## src/rtl/core/paged_word_byte_memory_access_core_defines.svh

```systemverilog
// assertion macros shared by the paged memory core
`ifndef PAGED_WORD_BYTE_MEMORY_ACCESS_CORE_DEFINES_SVH
`define PAGED_WORD_BYTE_MEMORY_ACCESS_CORE_DEFINES_SVH

// condition holds in the same cycle as the trigger
`define PWBM_ASSERT_SAME(label, ante, cons, msg) \
  label: assert property (@(posedge clk) disable iff (!rst_n) (ante) |-> (cons)) \
    else $error(msg);

// condition holds in the cycle after the trigger
`define PWBM_ASSERT_NEXT(label, ante, cons, msg) \
  label: assert property (@(posedge clk) disable iff (!rst_n) (ante) |=> (cons)) \
    else $error(msg);

`endif

```

## src/rtl/core/pwbm_pkg.sv

```systemverilog
package pwbm_pkg;

  // geometry
  localparam int BLOCKS        = 16;
  localparam int PAGES         = 16;
  localparam int PHYS_SEGMENTS = 32;
  localparam int SEGMENT_WORDS = 4096;

  // field widths
  localparam int DATA_W = 16;
  localparam int ADDR_W = 16;
  localparam int BLK_W  = 4;
  localparam int PAGE_W = 4;
  localparam int SEG_W  = 5;
  localparam int OFS_W  = $clog2(SEGMENT_WORDS);
  localparam int TOP_BIT = 15;

  // page map and physical memory sizes
  localparam int MAP_DEPTH  = BLOCKS * PAGES;
  localparam int MAP_AW     = $clog2(MAP_DEPTH);
  localparam int PHYS_DEPTH = PHYS_SEGMENTS * SEGMENT_WORDS;
  localparam int PHYS_AW    = $clog2(PHYS_DEPTH);

  // queue between front and back
  localparam int QUEUE_DEPTH = 2;
  localparam int QPTR_W      = $clog2(QUEUE_DEPTH);
  localparam int QCNT_W      = $clog2(QUEUE_DEPTH + 1);

  // op codes
  localparam logic [2:0] OP_MAP_LOAD   = 3'd0;
  localparam logic [2:0] OP_READ_WORD  = 3'd1;
  localparam logic [2:0] OP_WRITE_WORD = 3'd2;
  localparam logic [2:0] OP_READ_BYTE  = 3'd3;
  localparam logic [2:0] OP_WRITE_BYTE = 3'd4;

  // configuration register indexes
  localparam int CFG_IDX_W  = 2;
  localparam int CFG_DATA_W = 5;
  localparam logic [CFG_IDX_W-1:0] CFG_MOD_MODE    = 2'd0;
  localparam logic [CFG_IDX_W-1:0] CFG_PROM_ENABLE = 2'd1;
  localparam logic [CFG_IDX_W-1:0] CFG_PROM_SEG    = 2'd2;

  typedef enum logic [2:0] {
    KIND_NONE,
    KIND_RD_WORD,
    KIND_WR_WORD,
    KIND_RD_BYTE,
    KIND_WR_BYTE
  } kind_t;

  typedef enum logic {
    BK_IDLE,
    BK_MEM
  } bk_state_t;

  typedef struct packed {
    logic             mod_mode;
    logic             prom_enable;
    logic [SEG_W-1:0] prom_segment;
  } cfg_t;

  // translated access handed from front to back
  typedef struct packed {
    kind_t              kind;
    logic               hit;
    logic               blk0;
    logic               prom;
    logic               used;
    logic               hi_byte;
    logic [PHYS_AW-1:0] paddr;
    logic [DATA_W-1:0]  wdata;
  } qent_t;

  typedef struct packed {
    logic              extra_bit_used;
    logic              alarm;
    logic              no_mem_irq;
    logic [DATA_W-1:0] read_data;
    logic              ok;
  } result_t;

endpackage

```

## src/rtl/core/pwbm_queue.sv

```systemverilog
`include "paged_word_byte_memory_access_core_defines.svh"

module pwbm_queue (
  input  logic            clk,
  input  logic            rst_n,
  input  logic            push,
  input  pwbm_pkg::qent_t din,
  output logic            full,
  input  logic            pop,
  output pwbm_pkg::qent_t dout,
  output logic            empty
);

  pwbm_pkg::qent_t                 slot_r [pwbm_pkg::QUEUE_DEPTH];
  logic [pwbm_pkg::QPTR_W-1:0]     wr_ptr_r;
  logic [pwbm_pkg::QPTR_W-1:0]     wr_ptr_nxt;
  logic [pwbm_pkg::QPTR_W-1:0]     rd_ptr_r;
  logic [pwbm_pkg::QPTR_W-1:0]     rd_ptr_nxt;
  logic [pwbm_pkg::QCNT_W-1:0]     count_r;
  logic [pwbm_pkg::QCNT_W-1:0]     count_nxt;

  assign full  = (count_r == pwbm_pkg::QCNT_W'(pwbm_pkg::QUEUE_DEPTH));
  assign empty = (count_r == '0);
  assign dout  = slot_r[rd_ptr_r];

  // pointer and fill count update
  always_comb begin
    wr_ptr_nxt = wr_ptr_r;
    rd_ptr_nxt = rd_ptr_r;
    count_nxt  = count_r;
    if (push) begin
      wr_ptr_nxt = (wr_ptr_r == pwbm_pkg::QPTR_W'(pwbm_pkg::QUEUE_DEPTH - 1))
                   ? '0 : wr_ptr_r + pwbm_pkg::QPTR_W'(1);
    end
    if (pop) begin
      rd_ptr_nxt = (rd_ptr_r == pwbm_pkg::QPTR_W'(pwbm_pkg::QUEUE_DEPTH - 1))
                   ? '0 : rd_ptr_r + pwbm_pkg::QPTR_W'(1);
    end
    if (push && !pop) begin
      count_nxt = count_r + pwbm_pkg::QCNT_W'(1);
    end else if (pop && !push) begin
      count_nxt = count_r - pwbm_pkg::QCNT_W'(1);
    end
  end

  always_ff @(posedge clk) begin
    if (!rst_n) begin
      wr_ptr_r <= '0;
      rd_ptr_r <= '0;
      count_r  <= '0;
    end else begin
      wr_ptr_r <= wr_ptr_nxt;
      rd_ptr_r <= rd_ptr_nxt;
      count_r  <= count_nxt;
    end
  end

  // entry storage
  always_ff @(posedge clk) begin
    if (push) begin
      slot_r[wr_ptr_r] <= din;
    end
  end

  `PWBM_ASSERT_NEXT(a_queue_fill, push && !pop,
                    count_r == $past(count_r) + pwbm_pkg::QCNT_W'(1),
                    "queue fill count did not follow a push")

endmodule

```

## config.mk

```make
export PLATFORM = sky130hd
export DESIGN_NAME = pwbm_queue
export DESIGN_NICKNAME = d
export VERILOG_FILES = /design/src/rtl/core/pwbm_pkg.sv /design/src/rtl/core/pwbm_queue.sv
export VERILOG_INCLUDE_DIRS = /design/src /design/src/rtl/core
export SDC_FILE = /design/constraint.sdc
export NUM_CORES = 1
export LEC_CHECK = 0
export BUFFER_PORTS_ARGS = -buffer_cell sky130_fd_sc_hd__buf_2
export CORE_UTILIZATION = 30
export CTS_CLUSTER_SIZE = 12
export DETAILED_ROUTE_END_ITERATION = 10
export GPL_TIMING_DRIVEN = 0
export REMOVE_ABC_BUFFERS = 1
export SYNTH_ARGS = -nofsm -noshare
export SYNTH_HDL_FRONTEND = slang
export SYNTH_SLANG_ARGS = --single-unit
```

## constraint.sdc

```tcl
create_clock -name clk -period 3.9 [get_ports clk]
set_clock_uncertainty 0.2 [all_clocks]
set_input_delay 0.195 -clock clk [delete_from_list [all_inputs] [get_ports clk]]
set_output_delay 0.195 -clock clk [all_outputs]
set_load 0.02 [all_outputs]
```

==> results.md <==
* Status: finished clean
* HPWL Detailed at 3.652 mm
* Max Freq at 0.4645 GHz
* Met1 Use GR at 11.17%
* VDD IR max at 0.0001742 V
* Worst path slowest cell: dfxtp_2
* Post-route ant nets at 0
* Core ar. at 0.01028 mm2
* GP Congestion at 0.6121
* Overall power at 1.995 mW
* Met3 Usage GRT at 4.304%
* Final Hold Fails at 0
* Crit-path cells: buf_12 > mux2_2 > buf_2
* Count leader, synth: edfxtp_1
* Max stage delay on crit path at 0.63 ns
* Worst r2r src: wr_ptr_r
* Layout cells sized above 1 at 49.83%
* Met2 Track Usage GR at 19.49%
* Worst Tran Pin Value at 0.6445 ns
* Mapped Area at 0.003168 mm2
* Endpoints failing setup at 0
* Buffers on Ports at 87
* Post-synth EDFFs at 82
* CTS H-Tree Depth at 3
* Drt pass-1 iters at 4
* First-pass GRT wire length at 8.963 mm
* Tot GR Track Use at 10.77%
* Simple-gate area share of the yosys netlist at 1.777%
* Multi-input gate area at 585.6 um2
* Worst setup margin at 1.747 ns
* Total grt overflow at 0
* Adder-cell share of the synthesized area at 0.3949%
* Post-Syn Instances at 150
* Mean Syn Cell Area at 21.12 um2
* Hold Crit Class: primary input to flip-flop
* Pwr/cell area at 447.8 mW/mm2
* Vias/cell at 4.104
* Post-synthesis mux area share at 14.57%
* CTS tree: built
* Wire per inst at 13.15 um
* Antenna violations before repair at 0
* Critical path class: flip-flop to primary output
* Fin crit period at 2.153 ns
* Clk root buf: clkbuf_8
* CP Capture Point: dout[19]
* Crit-path max FO at 24
* Worst Path Required at 3.50 ns
* Worst setup EP type: primary output
* Max Buffers Root-to-Sink at 2
* Reg2reg setup slack at 2.02 ns
* RSZ-0062 raised after global routing: false
* Startpoint types: flip-flop
* Total negative slack at 0 ns
* 1st-iter DRT viols at 54
* Synth unique cells at 17
* Vias in the first global route at 1885
* Synth warn at 0
* Synth Area in Compound Gates at 0.6319%
* Worst-Skew Late Latency at 0.34 ns
* Io pins at 88
* Relative slew margins at 56.94%
* CTS Buf Count at 9
* Routed via count at 1769
* Busiest grt layer: met2
* Pins Over Slew Limit at 0
* CTS sink count at 87
* Final hold slack at 0.1718 ns
* Layout filler cell count at 929
* WP depth at 3
* CP Data Arrival Time at 1.76 ns
* Post-layout util at 43.34%
* Starting Density at 30.83%
* Share of flip-flops with an asynchronous set or reset at 0%
* Seq/Total Area, Yosys at 80.88%
* Top cells by count, synth: edfxtp_1, mux2_2, buf_2, dfxtp_1, and2_1
* Reg area at 0.002564 mm2
* # diodes at 0
* Die Wd at 104.8 um
* Row cnt at 37
* Hold path depth at 4
* Synth area leader: edfxtp_1
* Setup Fix Bufs, Post-CTS at 0
* Synthesized flop and latch total at 87
* Largest family of logic cells by synthesized area: multiplexers
* Synth Area in XOR/XNOR at 0.8294%
* Nets at 336
* Final WL at 5.666 mm
* Final period util at 55.20%
* Placement Setup Slack at 2.069 ns
* Crit path buffers/inverters at 2
* Clock transition at path regs at 0.08 ns
* DIE HEIGHT at 104.8 um
* P_leak at 1.678 nW
* Primary FF master, synth: edfxtp_1
* DIE AREA at 0.01097 mm2
* Residual DRC at 0
* Worst R2R End: wr_ptr_r
* Top cell type's share of synthesized area at 77.73%
* CP delay by family, top: flip-flops
* Synth top area cells: edfxtp_1, mux2_2, dfxtp_1, and2_1, buf_2
* Worst R2R Path Depth at 3
* Largest net degree at the start of global routing at 25
* Max_cap viols at 0
* Area grow syn2layout at 40.60%
-- how the worst min path moves through the flow --
| stage | from | end | slack, ns |
|---|---|---|---|
| global placement | din[22] | slot_r[0][22] | 0.18 |
| finish | push | count_r[1] | 0.17 |
| CTS | push | count_r[1] | 0.16 |
| global route | push | count_r[1] | 0.17 |
| detailed placement | din[40] | slot_r[0][40] | 0.19 |
| floorplan | din[0] | slot_r[0][0] | 0.09 |
-- worst min-delay path, cell delays in order --
cell and delay (ns):
buf_2 0.12, ha_1 0.18, or3_1 0.12, a21boi_1 0.06
-- report_power, final --
group,switching [mW],internal (mW),leakage (nW)
logic,0.143,0.138,0.771
clock network,0.320,0.298,0.0953
registers,0.0209,1.08,0.811
total,0.484,1.51,1.68
-- registers in the layout, indices dropped and copies added (netlist names), named ones only --
register	count
count_r	2
rd_ptr_r	1
slot_r	82
wr_ptr_r	1
-- placed cells by master, fill, tap and decap left out --
master and count:
nor2b_4 1, clkbuf_8 9, mux2_2 39, ha_1 1
dfxtp_2 1, clkinvlp_4 1, clkinv_1 2, inv_6 2
inv_1 1, a21boi_1 1, and2_2 1, xor2_1 2
bufinv_16 1, and2b_2 1, dlygate4sd3_1 44, mux2_1 2
o21ai_0 1, dfxtp_1 4, buf_2 87, or3_1 1
nor2b_1 1, buf_12 3, xnor2_1 1, nor2_1 1
o21a_1 1, clkinv_4 1, edfxtp_1 82, and2_1 3
-- cell families after synthesis --
group / Yosys count
AOI/OAI and AO/OA: 3
xor gates and xnor gates: 3
adders and majority gates: 1
buffers and inverters: 6
DFF: 87
muxes: 41
and+or+nand+nor: 9
-- metal layers --
layer | share of wire, % | wire [um] | vias up
li1 | - | - | 859
met1 | 41 | 2298 | 851
met2 | 53 | 2992 | 52
met3 | 5.1 | 288 | 7
met4 | 1.5 | 86 | 0
met5 | 0 | 0 | -
-- metrics by stage --
step,area (um2),cells
after global routing,4454,431
after floorplan,3143,145
after CTS,4454,431
final,4454,431
after detailed placement,3819,371
after global placement,3749,368
-- repair_timing --
action | in CTS | in global routing
setup endpoints to repair | 0 | 0
gates resized for setup | 0 | 0
hold buffers | 44 | 0
endpoints found under the hold margin | 87 | 0
-- cell type report --
class	count	share of cell area (%)
clock inverters	7	1.601
multi-input cells	57	13.15
well taps	136	3.820
clock buffers	9	2.781
repair buffers	134	21.01
flip-flops and latches	87	57.56
inverters	1	0.08427
Power figures use the tool's default switching activity.
